$ cat src/sv/bmpse_pkg.sv
`timescale 1ns / 1ps
// ============================================================================
// bmpse_pkg
// Types, constants and helper functions shared by the BMP stream encoder.
// ============================================================================
package bmpse_pkg;

    // Byte position inside the byte sequence of one pixel:
    // header bytes first, then pixel bytes, then row padding.
    typedef logic [5:0] t_idx;

    localparam t_idx IDX_PIXEL = 6'd54;   // first pixel byte, right after the header
    localparam t_idx IDX_FIELDS = 6'd2;   // first 32-bit header field, after "BM"

    // Configuration register indexes
    localparam logic [1:0] CFG_WIDTH  = 2'd0;
    localparam logic [1:0] CFG_HEIGHT = 2'd1;
    localparam logic [1:0] CFG_FORMAT = 2'd2;

    // Fixed header values
    localparam logic [7:0]  SIG_B     = 8'h42;
    localparam logic [7:0]  SIG_M     = 8'h4D;
    localparam logic [31:0] HDR_SIZE  = 32'd54;
    localparam logic [31:0] INFO_SIZE = 32'd40;
    localparam logic [31:0] PPM_72DPI = 32'h0000_0B13;

    // Word numbers of the 32-bit header fields (counted from byte 2)
    localparam logic [3:0] W_TOTAL  = 4'd0;
    localparam logic [3:0] W_OFFSET = 4'd2;
    localparam logic [3:0] W_INFO   = 4'd3;
    localparam logic [3:0] W_WIDTH  = 4'd4;
    localparam logic [3:0] W_HEIGHT = 4'd5;
    localparam logic [3:0] W_PLANES = 4'd6;
    localparam logic [3:0] W_DATA   = 4'd8;
    localparam logic [3:0] W_XPPM   = 4'd9;
    localparam logic [3:0] W_YPPM   = 4'd10;

    typedef enum logic [1:0] {
        FMT_RGB555 = 2'd0,
        FMT_BGR24  = 2'd1,
        FMT_BGRA32 = 2'd2
    } t_fmt;

    typedef struct packed {
        logic [7:0] red;
        logic [7:0] green;
        logic [7:0] blue;
        logic [7:0] alpha;
        t_fmt       fmt;
    } t_pixel;

    typedef struct packed {
        logic [31:0] total;
        logic [31:0] data;
        logic [31:0] width;
        logic [31:0] height;
        logic [7:0]  bpp;
    } t_hdr;

    // Map the raw format code; the unused code falls back to 5-5-5
    function automatic t_fmt norm_fmt(logic [1:0] code);
        t_fmt f;
        case (code)
            FMT_BGR24:  f = FMT_BGR24;
            FMT_BGRA32: f = FMT_BGRA32;
            default:    f = FMT_RGB555;
        endcase
        return f;
    endfunction

    function automatic logic [2:0] bytes_per_pixel(t_fmt f);
        logic [2:0] n;
        case (f)
            FMT_BGR24:  n = 3'd3;
            FMT_BGRA32: n = 3'd4;
            default:    n = 3'd2;
        endcase
        return n;
    endfunction

    // One byte of the 54-byte file header
    function automatic logic [7:0] hdr_byte(t_idx idx, t_hdr hdr);
        t_idx        k;
        logic [31:0] word;
        logic [7:0]  b;
        k = idx - IDX_FIELDS;
        case (k[5:2])
            W_TOTAL:  word = hdr.total;
            W_OFFSET: word = HDR_SIZE;
            W_INFO:   word = INFO_SIZE;
            W_WIDTH:  word = hdr.width;
            W_HEIGHT: word = hdr.height;
            W_PLANES: word = {8'd0, hdr.bpp, 16'd1};
            W_DATA:   word = hdr.data;
            W_XPPM:   word = PPM_72DPI;
            W_YPPM:   word = PPM_72DPI;
            default:  word = 32'd0;
        endcase
        case (k[1:0])
            2'd0:    b = word[7:0];
            2'd1:    b = word[15:8];
            2'd2:    b = word[23:16];
            default: b = word[31:24];
        endcase
        if (idx == 6'd0) begin
            b = SIG_B;
        end else if (idx == 6'd1) begin
            b = SIG_M;
        end
        return b;
    endfunction

endpackage

$ cat src/sv/bmpse_byte_mux.sv
`timescale 1ns / 1ps
// ============================================================================
// bmpse_byte_mux
// Selects the file byte at a sequence position: header byte, encoded pixel
// byte or zero padding.
// ============================================================================
module bmpse_byte_mux (
    input  bmpse_pkg::t_idx   i_idx,
    input  bmpse_pkg::t_pixel i_pix,
    input  bmpse_pkg::t_hdr   i_hdr,
    output logic [7:0]        o_byte
);

    bmpse_pkg::t_idx off;
    logic [15:0]     rgb555;
    logic [7:0]      pix_byte;
    logic [2:0]      bpb;

    assign off    = i_idx - bmpse_pkg::IDX_PIXEL;
    assign bpb    = bmpse_pkg::bytes_per_pixel(i_pix.fmt);
    assign rgb555 = {1'b0, i_pix.red[7:3], i_pix.green[7:3], i_pix.blue[7:3]};

    // Encode the pixel byte at this offset
    always_comb begin
        if (i_pix.fmt == bmpse_pkg::FMT_RGB555) begin
            pix_byte = off[0] ? rgb555[15:8] : rgb555[7:0];
        end else begin
            case (off[1:0])
                2'd0:    pix_byte = i_pix.blue;
                2'd1:    pix_byte = i_pix.green;
                2'd2:    pix_byte = i_pix.red;
                default: pix_byte = i_pix.alpha;
            endcase
        end
    end

    // Pick header, pixel or padding
    always_comb begin
        if (i_idx < bmpse_pkg::IDX_PIXEL) begin
            o_byte = bmpse_pkg::hdr_byte(i_idx, i_hdr);
        end else if (off < 6'(bpb)) begin
            o_byte = pix_byte;
        end else begin
            o_byte = 8'd0;
        end
    end

endmodule

$ cat src/sv/bmp_stream_encoder.sv
`timescale 1ns / 1ps
// ============================================================================
// bmp_stream_encoder
// Turns a row-major stream of RGBA pixels into the byte stream of an
// uncompressed BMP file: header before the first pixel, 16/24/32-bit pixel
// encoding, zero padding of each row to four bytes.
//
// Channel  Direction  Handshake                Payload
// -------  ---------  -----------------------  ---------------------------------
// in       sink       i_in_valid / o_in_ready  i_red, i_green, i_blue, i_alpha
// out      source     o_out_valid / i_out_ready o_data_byte, o_run_end, o_file_end
// cfg      sink       i_cfg_valid / o_cfg_ready i_cfg_index, i_cfg_data
//
// One file byte leaves per cycle through the output register, and an output
// stall holds it there. A pixel is 2 to 4 bytes plus 0 to 3 padding bytes
// at a row end, and the 54 header bytes precede the first pixel of a file;
// the next pixel is taken in the cycle its predecessor's last byte is
// loaded. The header size product is pipelined, so pixel input is held off
// after reset and each configuration transfer. Reset is synchronous.
// ============================================================================
module bmp_stream_encoder #(
    parameter int DIM_BITS = 16
) (
    input  logic        i_clk,
    input  logic        i_rst_n,
    input  logic        i_in_valid,
    output logic        o_in_ready,
    input  logic [7:0]  i_red,
    input  logic [7:0]  i_green,
    input  logic [7:0]  i_blue,
    input  logic [7:0]  i_alpha,
    output logic        o_out_valid,
    input  logic        i_out_ready,
    output logic [7:0]  o_data_byte,
    output logic        o_run_end,
    output logic        o_file_end,
    input  logic        i_cfg_valid,
    output logic        o_cfg_ready,
    input  logic [1:0]  i_cfg_index,
    input  logic [15:0] i_cfg_data
);

    localparam logic [1:0] SETTLE_CYCLES = 2'd3;

    // Configuration registers
    logic [15:0] r_width;
    logic [15:0] r_height;
    logic [1:0]  r_format;
    logic [1:0]  r_settle;

    // Header size pipeline
    logic [17:0] r_row_bytes;
    logic [31:0] r_data;
    logic [31:0] r_total;

    // Position counters
    logic [DIM_BITS-1:0] r_col;
    logic [DIM_BITS-1:0] r_row;
    logic                r_hdr_done;

    // Item register
    logic              r_busy;
    bmpse_pkg::t_idx   r_idx;
    bmpse_pkg::t_idx   r_last_idx;
    logic              r_file_last;
    bmpse_pkg::t_pixel r_pix;

    // Output register
    logic       r_out_valid;
    logic [7:0] r_byte;
    logic       r_run_end;
    logic       r_file_end;

    logic [31:0]         w_raw32;
    logic [31:0]         h_raw32;
    logic [DIM_BITS-1:0] w_dim;
    logic [DIM_BITS-1:0] h_dim;
    logic [DIM_BITS-1:0] w_eff;
    logic [DIM_BITS-1:0] h_eff;
    logic [31:0]         w_eff32;
    logic [31:0]         h_eff32;
    bmpse_pkg::t_fmt     fmt_cfg;
    logic [2:0]          bpb_cfg;
    logic [17:0]         w18;
    logic [17:0]         n_row_bytes;
    logic [33:0]         data_prod;
    logic [DIM_BITS:0]   col_inc;
    logic [DIM_BITS:0]   row_inc;
    logic                row_last;
    logic                file_last;
    logic [1:0]          pad;
    bmpse_pkg::t_idx     n_last_idx;
    logic                slot_free;
    logic                step;
    logic                at_last;
    logic                in_xfer;
    logic                cfg_xfer;
    bmpse_pkg::t_hdr     hdr;
    logic [7:0]          mux_byte;

    // Effective dimensions: masked to DIM_BITS, zero reads as one
    assign w_raw32 = 32'(r_width);
    assign h_raw32 = 32'(r_height);
    assign w_dim   = w_raw32[DIM_BITS-1:0];
    assign h_dim   = h_raw32[DIM_BITS-1:0];
    assign w_eff   = (w_dim == '0) ? DIM_BITS'(1) : w_dim;
    assign h_eff   = (h_dim == '0) ? DIM_BITS'(1) : h_dim;
    assign w_eff32 = 32'(w_eff);
    assign h_eff32 = 32'(h_eff);
    assign fmt_cfg = bmpse_pkg::norm_fmt(r_format);
    assign bpb_cfg = bmpse_pkg::bytes_per_pixel(fmt_cfg);

    // Row size in bytes, rounded up to four
    assign w18 = w_eff32[17:0];
    always_comb begin
        case (fmt_cfg)
            bmpse_pkg::FMT_BGR24:  n_row_bytes = w18 + {w18[16:0], 1'b0};
            bmpse_pkg::FMT_BGRA32: n_row_bytes = {w18[15:0], 2'b00};
            default:               n_row_bytes = {w18[16:0], 1'b0};
        endcase
        n_row_bytes = (n_row_bytes + 18'd3) & ~18'd3;
    end
    assign data_prod = r_row_bytes * h_eff32[15:0];

    // Row and file end detection
    assign col_inc   = {1'b0, r_col} + 1'b1;
    assign row_inc   = {1'b0, r_row} + 1'b1;
    assign row_last  = col_inc >= {1'b0, w_eff};
    assign file_last = row_last && (row_inc >= {1'b0, h_eff});

    // Padding after the row's last pixel
    always_comb begin
        case (fmt_cfg)
            bmpse_pkg::FMT_BGR24:  pad = w_eff32[1:0];
            bmpse_pkg::FMT_BGRA32: pad = 2'd0;
            default:               pad = {w_eff32[0], 1'b0};
        endcase
        if (!row_last) begin
            pad = 2'd0;
        end
    end
    assign n_last_idx = bmpse_pkg::IDX_PIXEL - 6'd1 + 6'(bpb_cfg) + 6'(pad);

    // Handshakes
    assign slot_free   = !r_out_valid || i_out_ready;
    assign step        = r_busy && slot_free;
    assign at_last     = (r_idx == r_last_idx);
    assign o_in_ready  = (!r_busy || (step && at_last)) && !i_cfg_valid
                         && (r_settle == 2'd0);
    assign in_xfer     = i_in_valid && o_in_ready;
    assign o_cfg_ready = 1'b1;
    assign cfg_xfer    = i_cfg_valid && o_cfg_ready;

    // Header field values
    assign hdr.total  = r_total;
    assign hdr.data   = r_data;
    assign hdr.width  = w_eff32;
    assign hdr.height = h_eff32;
    assign hdr.bpp    = {2'b00, bpb_cfg, 3'b000};

    bmpse_byte_mux u_mux (
        .i_idx  (r_idx),
        .i_pix  (r_pix),
        .i_hdr  (hdr),
        .o_byte (mux_byte)
    );

    // Configuration writes and input hold-off
    always_ff @(posedge i_clk) begin
        if (!i_rst_n) begin
            r_width  <= 16'd1;
            r_height <= 16'd1;
            r_format <= bmpse_pkg::FMT_BGR24;
            r_settle <= SETTLE_CYCLES;
        end else begin
            if (cfg_xfer) begin
                r_settle <= SETTLE_CYCLES;
                case (i_cfg_index)
                    bmpse_pkg::CFG_WIDTH:  r_width  <= i_cfg_data;
                    bmpse_pkg::CFG_HEIGHT: r_height <= i_cfg_data;
                    bmpse_pkg::CFG_FORMAT: r_format <= i_cfg_data[1:0];
                    default: ;
                endcase
            end else if (r_settle != 2'd0) begin
                r_settle <= r_settle - 2'd1;
            end
        end
    end

    // Advance the header size pipeline
    always_ff @(posedge i_clk) begin
        r_row_bytes <= n_row_bytes;
        r_data      <= data_prod[31:0];
        r_total     <= r_data + bmpse_pkg::HDR_SIZE;
    end

    // Column, row and header state
    always_ff @(posedge i_clk) begin
        if (!i_rst_n) begin
            r_col      <= '0;
            r_row      <= '0;
            r_hdr_done <= 1'b0;
        end else if (in_xfer) begin
            if (file_last) begin
                r_col      <= '0;
                r_row      <= '0;
                r_hdr_done <= 1'b0;
            end else if (row_last) begin
                r_col      <= '0;
                r_row      <= row_inc[DIM_BITS-1:0];
                r_hdr_done <= 1'b1;
            end else begin
                r_col      <= col_inc[DIM_BITS-1:0];
                r_hdr_done <= 1'b1;
            end
        end
    end

    // Item register control: load on transfer, step one byte per free slot
    always_ff @(posedge i_clk) begin
        if (!i_rst_n) begin
            r_busy <= 1'b0;
            r_idx  <= '0;
        end else if (in_xfer) begin
            r_busy <= 1'b1;
            r_idx  <= r_hdr_done ? bmpse_pkg::IDX_PIXEL : 6'd0;
        end else if (step) begin
            if (at_last) begin
                r_busy <= 1'b0;
            end else begin
                r_idx <= r_idx + 6'd1;
            end
        end
    end

    // Item payload
    always_ff @(posedge i_clk) begin
        if (in_xfer) begin
            r_pix.red   <= i_red;
            r_pix.green <= i_green;
            r_pix.blue  <= i_blue;
            r_pix.alpha <= i_alpha;
            r_pix.fmt   <= fmt_cfg;
            r_last_idx  <= n_last_idx;
            r_file_last <= file_last;
        end
    end

    // Output register valid
    always_ff @(posedge i_clk) begin
        if (!i_rst_n) begin
            r_out_valid <= 1'b0;
        end else if (step) begin
            r_out_valid <= 1'b1;
        end else if (i_out_ready) begin
            r_out_valid <= 1'b0;
        end
    end

    // Output register payload
    always_ff @(posedge i_clk) begin
        if (step) begin
            r_byte     <= mux_byte;
            r_run_end  <= at_last;
            r_file_end <= at_last && r_file_last;
        end
    end

    assign o_out_valid = r_out_valid;
    assign o_data_byte = r_byte;
    assign o_run_end   = r_run_end;
    assign o_file_end  = r_file_end;

endmodule

$ cat config.mk
export PLATFORM = sky130hd
export DESIGN_NAME = bmp_stream_encoder
export DESIGN_NICKNAME = d
export VERILOG_FILES = /design/src/sv/bmpse_pkg.sv /design/src/sv/bmpse_byte_mux.sv /design/src/sv/bmp_stream_encoder.sv
export SDC_FILE = /design/constraint.sdc
export NUM_CORES = 1
export LEC_CHECK = 0
export ABC_AREA = 1
export BUFFER_PORTS_ARGS = -buffer_cell sky130_fd_sc_hd__buf_2
export CAP_MARGIN = 0
export CORE_UTILIZATION = 35
export CTS_CLUSTER_SIZE = 10
export DETAILED_ROUTE_END_ITERATION = 10
export HOLD_SLACK_MARGIN = 0.08
export PLACE_DENSITY_LB_ADDON = 0.25
export SETUP_SLACK_MARGIN = 0.02
export SLEW_MARGIN = 0
export SYNTH_ARGS = -nofsm -noshare
export SYNTH_HDL_FRONTEND = slang
export SYNTH_SLANG_ARGS = --single-unit
$ cat constraint.sdc
create_clock -name i_clk -period 11.5 [get_ports i_clk]
set_input_delay 2.3 -clock i_clk [delete_from_list [all_inputs] [get_ports i_clk]]
set_output_delay 2.3 -clock i_clk [all_outputs]
set_load 0.02 [all_outputs]
==> results of run 1 <==
-- registers in the layout, summed over array words and instances, names as in the netlist, 2 cells and up --
register / flops
r_pix: 34
r_data: 30
r_total: 30
h_dim: 16
r_col: 16
r_row: 16
r_row_bytes: 16
r_width: 16
o_data_byte: 8
r_idx: 6
r_last_idx: 4
r_format: 2
r_settle: 2
-- power breakdown --
group	internal, mW	leakage [nW]	total, mW	switching, mW
clock	0.494	0.407	0.817	0.323
sequential	0.828	1.71	0.971	0.142
combinational	0.241	9.43	0.657	0.417
-- layout make-up --
type / count / area, um^2 / area share
clock buffer: 40 / 754 / 0.0343
clock inverter: 5 / 82.6 / 0.00375
inverter: 597 / 2250 / 0.102
multi-input combinational: 1818 / 13100 / 0.595
sequential: 202 / 4530 / 0.206
tap: 756 / 946 / 0.0430
timing repair buffer: 69 / 353 / 0.0160
-- layer usage --
layer	up-vias	share of wire
met5	-	0.00022
met1	8305	0.43
met3	98	0.056
met4	2	0.033
li1	8333	-
met2	506	0.49
-- cells in the mapped netlist (5+ instances only) --
cell type  instances
a21oi_1          137
ha_1             165
nor4_1            11
nand2_1          672
o22ai_1            8
nand3b_1           8
nand4_1           30
o21ai_1            9
inv_1            591
o211ai_1          11
nor3_2             5
nor2_2            10
buf_2              8
edfxtp_1          49
nand2_2            6
a221oi_1           5
nor2_4            10
nor3_1            27
fa_1             195
a31oi_1            6
dfxtp_1          153
xor2_1            83
o21ai_0          129
buf_4              6
xnor2_1           20
clkbuf_1          90
nand3_1          116
nor2_1           117
-- kinds of logic after synthesis --
| logic type | share of synthesized area |
|---|---|
| muxes | 0.000493 |
| buffers and inverters | 0.132 |
| xor gates and xnor gates | 0.0460 |
| and+or+nand+nor | 0.216 |
| AOI/OAI and AO/OA | 0.0875 |
| other | 0.000185 |
| adders and majority gates | 0.294 |
| DFF | 0.223 |
-- path summary, 6_finish.rpt --
kind	start	end	slack (ns)
max	r_row_bytes[11]	r_data[30]	5.08
min	r_data[2]	r_total[2]	0.43
max reg2reg	r_row_bytes[11]	r_data[30]	5.08
min reg2reg	r_data[2]	r_total[2]	0.43
==> flow_summary_export.csv, run 1 <==
group,metric,value,unit
yosys,synth_area,20300,um^2
die,die_w,243,um
yosys,yosys.cell_types.count,57,
clocking,cts_buffer_depth,3,
yosys,synth_seq_cells,202,
pwr,leakagePower,11.5,nW
grt,grt_pass1_wl,96700,um
sta,fin_ws,5.08,ns
clocking,cts.sinks,202,
grt,met2_usage,0.366,
job,maxCapViolations,0,
yosys,synth_nets,3137,
placement,dpl_cell_area,21200,um^2
critical_path,cp.arrival,6.85,ns
finish,mostFrequentLayoutCell,"nand2_1",
critical_path,rr_worst_depth,18,
clocking,clk_pin_slew,0.05,ns
critical_path,critical_path_buf_inv_count,3,
yosys,ys_warn_count,0,
pwr,ir_worst_vdd,0.104,mV
finish,final_nets,3130,
die,die_h,243,um
grt,grt_pass1_vias,17900,
outcome,status,"complete, no violations",
placement,hpwl,46600,um
critical_path,end_kind,"flop",
route,wire_per_inst,17.1,um
grt,gr-usage-met1,0.259,
clocking,htree_levels,1,
yosys,ys_seq_area_frac,0.223,
finish,finalNonFillerCells,3487,
yosys,yosys.area.top_type,"fa_1",
route,drtPass1Iterations,5,
die,coreArea,56800,um^2
yosys,syn_inst,2722,
yosys,ys.flop_type,"dfxtp_1",
finish,final_area,22000,um^2
critical_path,cpMaxStageDelayCell,"dfxtp_1",
yosys,synth-edff-count,49,
grt,grt_use_met3,0.0222,
grt,antenna_found_initial,2,
finish,antennaDiodeCount,0,
critical_path,critical_path.top_delay_family,"adder cells",
sta,maxSlewViolCount,0,
finish,final_util,0.387,
critical_path,crit_cells,18,
clocking,cts_resized,0,
pwr,cellPowerDensity,111,nW/um^2
critical_path,crit_type,"flop to flop",
finish,final_cell_mix,"nand2_1 (672), inv_1 (591), fa_1 (195)",
grt,overflow,0,
finish,area_delta_synth_final,8.33,%
route,drt_iter0_drc,1126,
sta,hold_viol_final,0,
clocking,post-cts-setup-buffer-count,0,
sta,relSlewSlack,0.270,
clocking,cts-root-buf,"clkbuf_16",
clocking,insertion_delay,0.55,ns
route,vias_per_cell,4.95,
sta,finalCritPeriodShare,0.559,
grt,grt_max_degree,53,
grt,grt-busiest-layer,"met2",
yosys,synth_area_leaders,"fa_1 (19%), dfxtp_1 (15%), nand2_1 (12%)",
critical_path,required,11.92,ns
worst_hold_path,min_path_type,"flop to flop",
die,die-area,59000,um^2
yosys,syn_area_per_cell,7.46,um^2
sta,rsz0062_at_grt,"no",
sta,holdWs,0.429,ns
pwr,total_power,2.45,mW
critical_path,cp_slowest_stage_delay,0.88,ns
finish,final.fill_count,5977,
sta,worst_slew_pin_slew,1.09,ns
critical_path,cp_cell_sequence,"nand2_1, fa_1, inv_1, fa_1, fa_1, fa_1, fa_1, inv_1, fa_1, inv_1, ha_1, nand2_1, nor4_1, nand4_1, nand3_1, a21o_1, a21oi_1, xor2_1",
die,fp-row-count,87,
route,vias,17200,
placement,io_buffers,66,
critical_path,cp_max_fo,16,
grt,grt_usage,0.206,
route,postRouteAntennaNets,0,
sta,setup_viol,0,
sta,fin_tns_setup,0,ns
placement,place_congestion,0.912,
sta,fin_skew,0.0140,ns
clocking,cts_buffers,27,
die,io_pins,68,
route,wl,59500,um
critical_path,cpMostUsedCell,"fa_1",
finish,drive_above_1_share,0.0564,
clocking,hold_buffers,0,
worst_hold_path,min_path_cells,1,
clocking,cts_tree,"yes",
placement,place_ws,5.13,ns
sta,fmax,0.156,GHz
placement,placedCellCount,3442,
yosys,synth.top_cell.area_share,0.192,
sta,period_needed,6.42,ns
route,drcViolationCount,0,
yosys,async_flop_share,0,
critical_path,startpoint_type,"flop",
die,initial_core_util,0.358,
(Power assumes the default switching activity.)
==> run 2, diff against run 1 <==
clock period = 6.3 ns   (was 11.5 ns; I/O delays follow)
==> run 2 against run 1 <==
Final cell count grew 1.0%. Combinational power increased by 98%. Routed wire length grew 1.7%. Clock-buffer cell count shrank 1. Clock power grew 71%. Critical endpoint is now r_data[31]. Critical path depth up 3.
==> flow_summary_export.csv, run 2 (same netlist as run 1, synthesis figures left out) <==
group,metric,value,unit
finish,final_cell_mix,"nand2_1 (672), inv_1 (591), fa_1 (195)",
pwr,leakagePower,11.7,nW
pwr,switching_share,0.370,
finish,largest_reg_flops,34,
job,maxCapViolations,0,
grt,grt_max_degree,52,
finish,area_delta_synth_final,9.52,%
pwr,clkPwrFrac,0.316,
sta,fmax,0.167,GHz
route,postRouteAntennaNets,0,
critical_path,startpoint_type,"flop",
sta,hold_viol_final,0,
clocking,clk_pin_slew,0.06,ns
finish,final_nets,3165,
die,io_pins,68,
placement,io_buffers,66,
outcome,status,"complete, no violations",
sta,holdWs,0.428,ns
route,drt_iter0_drc,1030,
sta,fin_skew,0.0168,ns
grt,overflow,0,
die,die_h,243,um
die,fp-row-count,87,
clocking,cts-root-buf,"clkbuf_16",
sta,relSlewSlack,0.216,
route,drcViolationCount,0,
clocking,post-cts-setup-buffer-count,0,
pwr,p_int,2.78,mW
clocking,cts_buffers,26,
critical_path,required,6.75,ns
pwr,p_switching,1.63,mW
finish,drive_above_1_share,0.0738,
clocking,cts.sinks,202,
critical_path,end_kind,"flop",
sta,maxSlewViolCount,0,
critical_path,cp.arrival,6.42,ns
pwr,cellPowerDensity,198,nW/um^2
clocking,cts_tree,"yes",
clocking,cts_buffer_depth,3,
route,wl,60500,um
pwr,p_comb_frac,0.294,
sta,period_needed,5.97,ns
die,initial_core_util,0.358,
finish,mostFrequentLayoutCell,"nand2_1",
finish,regMostFlops,"r_pix",
finish,finalNonFillerCells,3523,
worst_hold_path,min_path_type,"flop to flop",
grt,grt_usage,0.208,
route,vias,17500,
pwr,ir_worst_vdd,0.208,mV
critical_path,cp_max_fo,10,
route,wire_per_inst,17.2,um
clocking,insertion_delay,0.56,ns
placement,hpwl,48000,um
placement,placedCellCount,3478,
grt,grt_pass1_vias,18000,
die,coreArea,56800,um^2
finish,largestRegisters,"r_pix x34, r_data x30, r_total x30",
grt,grt_pass1_wl,96700,um
sta,setup_viol,0,
critical_path,crit_type,"flop to flop",
pwr,seqPwrFrac,0.390,
die,die-area,59000,um^2
sta,worst_slew_pin_slew,1.17,ns
route,vias_per_cell,4.96,
pwr,total_power,4.42,mW
sta,finalCritPeriodShare,0.948,
route,drtPass1Iterations,8,
grt,antenna_found_initial,0,
die,die_w,243,um
sta,rsz0062_at_grt,"no",
clocking,htree_levels,1,
clocking,hold_buffers,0,
placement,place_congestion,0.960,
run 2: cell types whose count changed in the layout (fill, tap and decap cells not counted), sizes merged:
| cell | change |
|---|---|
| diode | +1 |
| bufinv | -2 |
| clkbuf | -1 |
| buf | +36 |
| inv | -2 |
| clkinv | +4 |
run 2: per-layer routing:
layer / GRT usage / wire length, um / up-vias / part of all wire
met2: 0.353 / 28500 / 536 / 0.47
met5: 0 / 0 / - / 0
met1: 0.261 / 25700 / 8400 / 0.43
met3: 0.0272 / 3520 / 125 / 0.058
li1: - / - / 8413 / -
met4: 0.0934 / 2770 / 0 / 0.046
run 2: timing repair:
action | CTS | global route
gates resized for setup | 1 | 15
endpoints found under the setup margin | 2 | 3
hold endpoints to repair | 0 | 0
run 2: path summary, 6_finish.rpt:
kind | startpoint | depth (start not counted) | endpoint | slack (ns)
max | h_dim[7] | 21 | r_data[31] | 0.33
min | r_data[2] | 1 | r_total[2] | 0.43
max reg2reg | h_dim[7] | 21 | r_data[31] | 0.33
min reg2reg | r_data[2] | 1 | r_total[2] | 0.43
run 2: worst max-delay path, cell delays in order, from the launching register on:
cell and delay, ns:
dfxtp_1 0.66, nand2_1 0.17, fa_1 0.57, inv_1 0.05, fa_1 0.50, inv_1 0.06, fa_1 0.53, inv_1 0.09
fa_1 0.47, fa_1 0.50, inv_1 0.05, fa_1 0.47, inv_1 0.04, ha_1 0.35, nand2_1 0.09, inv_1 0.10
nand2_1 0.08, o21ai_0 0.43, nand2_1 0.10, o211ai_1 0.15, a21o_1 0.17, xor2_1 0.23
run 2: cell type report:
cell class | instances | area [um^2]
fillers | 5947 | 34600
multi-input cells | 1818 | 13100
flip-flops and latches | 202 | 4550
inverters | 597 | 2250
well taps | 756 | 946
clock buffers | 39 | 741
repair buffers | 105 | 623
clock inverters | 5 | 28.8
diodes | 1 | 2.50
run 2: power groups by stage:
stage	registers [mW]	clock network [mW]	logic, mW
4_1_cts	1.71	1.42	1.30
2_1_floorplan	1.61	0	0.973
3_5_place_dp	1.74	0	1.29
5_1_grt	1.74	1.47	1.50
3_3_place_gp	1.74	0	1.28
6_report	1.72	1.40	1.30
run 2: per-stage QoR:
step	util	instance area [um^2]	setup TNS, ns	worst slack, ns
after floorplan	-	20300	0	0.745
after global placement	0.377	21400	-0.0198	-0.0119
after detailed placement	0.377	21400	-0.0635	-0.0326
after CTS	0.391	22200	0	0.0851
after global routing	0.392	22200	0	0.0248
final	0.392	22300	0	0.329
==> run 3, diff against run 2 <==
CORE_MARGIN = 2   (was not set)
clock period = 7.65 ns   (was 6.3 ns; I/O delays follow)
==> run 3 against run 2 <==
Setup slack better by 0.84 ns. Clock power down 16%. First-iteration DRC count rose by 8.3%. Clock-buffer cell count increased by 4. Largest cell class unchanged. Global-route usage fell by 0.57 points. Final area is 1.2% lower. Sequential power decreased by 15%. Utilization shrank 0.98 points. Routed wire length shrank 2.6%. Highest routed layer unchanged. Total power decreased by 18%. Clock skew shrank 0.0025 ns.
==> flow_summary_export.csv, run 3 (same netlist as run 1, synthesis figures left out) <==
group,metric,value,unit
outcome,status,"complete, no violations",
pwr,ir_worst_vdd,0.138,mV
grt,grt_pass1_wl,96000,um
route,drtPass1Iterations,6,
route,drcViolationCount,0,
grt,antenna_found_initial,1,
critical_path,cp_slowest_stage_delay,0.90,ns
worst_hold_path,worstHoldStart,"r_data[2]",
finish,finalNonFillerCells,3497,
route,wire_per_inst,16.8,um
finish,final_area,22000,um^2
finish,largest_reg_flops,34,
clocking,clk_pin_slew,0.06,ns
worst_hold_path,min_path_cells,1,
route,vias,17200,
clocking,cts-root-buf,"clkbuf_16",
clocking,hold_buffers,0,
critical_path,r2r_start,"h_dim[9]",
finish,drive_above_1_share,0.0553,
clocking,cts.sinks,202,
route,drt_iter0_drc,1116,
placement,place_congestion,0.887,
placement,hpwl,46400,um
sta,worst_slew_pin_slew,1.08,ns
finish,area_delta_synth_final,8.22,%
sta,fin_tns_setup,0,ns
sta,period_needed,6.49,ns
finish,mostFrequentLayoutCell,"nand2_1",
critical_path,startpoint_type,"flop",
die,fp-row-count,88,
clocking,cts_buffer_depth,3,
critical_path,required,8.08,ns
pwr,cellPowerDensity,165,nW/um^2
grt,grt_usage,0.202,
critical_path,reg2reg_slack,1.16,ns
critical_path,cpMaxStageDelayCell,"dfxtp_1",
worst_hold_path,hold_end,"r_total[2]",
finish,seq_area,4530,um^2
placement,dpl_cell_area,21200,um^2
finish,regMostFlops,"r_pix",
sta,fmax,0.154,GHz
critical_path,cpMostUsedCell,"fa_1",
finish,multi_input_area,13100,um^2
sta,setup_viol,0,
die,die_h,245,um
die,die-area,60000,um^2
die,die_w,245,um
clocking,cts_resized,0,
worst_hold_path,min_path_type,"flop to flop",
clocking,post-cts-setup-buffer-count,0,
critical_path,cp_max_fo,18,
clocking,cts_buffers,26,
grt,overflow,0,
sta,rsz0062_at_grt,"no",
sta,fin_skew,0.0143,ns
sta,hold_viol_final,0,
clocking,insertion_delay,0.54,ns
clocking,htree_levels,1,
sta,maxSlewViolCount,0,
grt,grt_pass1_vias,18100,
placement,placedCellCount,3451,
finish,largestRegisters,"r_pix x34, r_data x30, r_total x30",
finish,final.fill_count,6001,
route,postRouteAntennaNets,0,
finish,final_util,0.382,
sta,relSlewSlack,0.275,
critical_path,rr_worst_depth,18,
placement,io_buffers,66,
route,wl,58900,um
die,initial_core_util,0.353,
die,io_pins,68,
die,coreArea,57600,um^2
critical_path,end_kind,"flop",
pwr,leakagePower,11.5,nW
grt,grt_max_degree,53,
job,maxCapViolations,0,
critical_path,crit_type,"flop to flop",
route,vias_per_cell,4.93,
critical_path,cp.arrival,6.91,ns
critical_path,cp_cell_sequence,"nand2_1, fa_1, inv_1, fa_1, fa_1, fa_1, fa_1, inv_1, fa_1, inv_1, ha_1, nand2_1, nor4_1, nand4_1, nand3_1, a21o_1, a21oi_1, xor2_1",
sta,finalCritPeriodShare,0.848,
finish,final_nets,3129,
critical_path,rr_endpoint,"r_data[30]",
finish,final_cell_mix,"nand2_1 (672), inv_1 (591), fa_1 (195)",
finish,antennaDiodeCount,0,
clocking,cts_tree,"yes",
run 3: cell count changes in the layout (fill, tap and decap cells not counted), moves of 4 or more:
| cell | delta |
|---|---|
| clkbuf_1 | +4 |
| dfxtp_2 | -13 |
| buf_4 | -36 |
| clkinv_2 | -4 |
| dfxtp_1 | +13 |
run 3: power by group:
part	internal (mW)	leakage, nW	switching [mW]
sequential	1.25	1.71	0.222
combinational	0.363	9.43	0.623
clock	0.701	0.386	0.467
total	2.31	11.5	1.31
run 3: worst max path at each step:
stage	from	end	slack (ns)	cells past startpoint
finish	h_dim[9]	r_data[30]	1.16	18
global route	h_dim[9]	r_data[30]	0.83	18
CTS	h_dim[9]	r_data[30]	1.24	18
detailed placement	h_dim[9]	r_data[30]	1.26	18
global placement	h_dim[9]	r_data[30]	1.36	18
floorplan	h_dim[12]	r_data[30]	2.10	20
run 3: area by class of cell:
class                   instances  share of cell area
repair buffers                 69              0.0160
inverters                     597               0.102
multi-input cells            1818               0.595
well taps                     765              0.0435
clock inverters                 3             0.00216
flip-flops and latches        202               0.206
clock buffers                  43              0.0344
run 3: through the flow:
stage	worst slack (ns)	hold slack [ns]	total power, mW
6_report	1.16	0.427	3.62
5_1_grt	0.825	0.460	3.88
4_1_cts	1.24	0.422	3.65
3_5_place_dp	1.26	0.409	2.47
3_3_place_gp	1.36	0.401	2.46
2_1_floorplan	2.10	0.383	2.13
run 3: per-layer routing:
layer,global-route usage,routed length (um),vias to the layer above,part of all wire
met3,0.0269,3420,106,0.058
li1,-,-,8333,-
met4,0.0762,2290,0,0.039
met2,0.348,27900,470,0.47
met5,0,0,-,0
met1,0.257,25300,8317,0.43
run 3: critical path, delay by kind of cell (launching register included):
family / cells / cell delay [ns]
compound gates: 2 / 0.27
xor+xnor: 1 / 0.14
fa+ha+maj: 7 / 3.54
buf+inv: 3 / 0.15
flops: 1 / 0.90
simple gates: 5 / 1.35
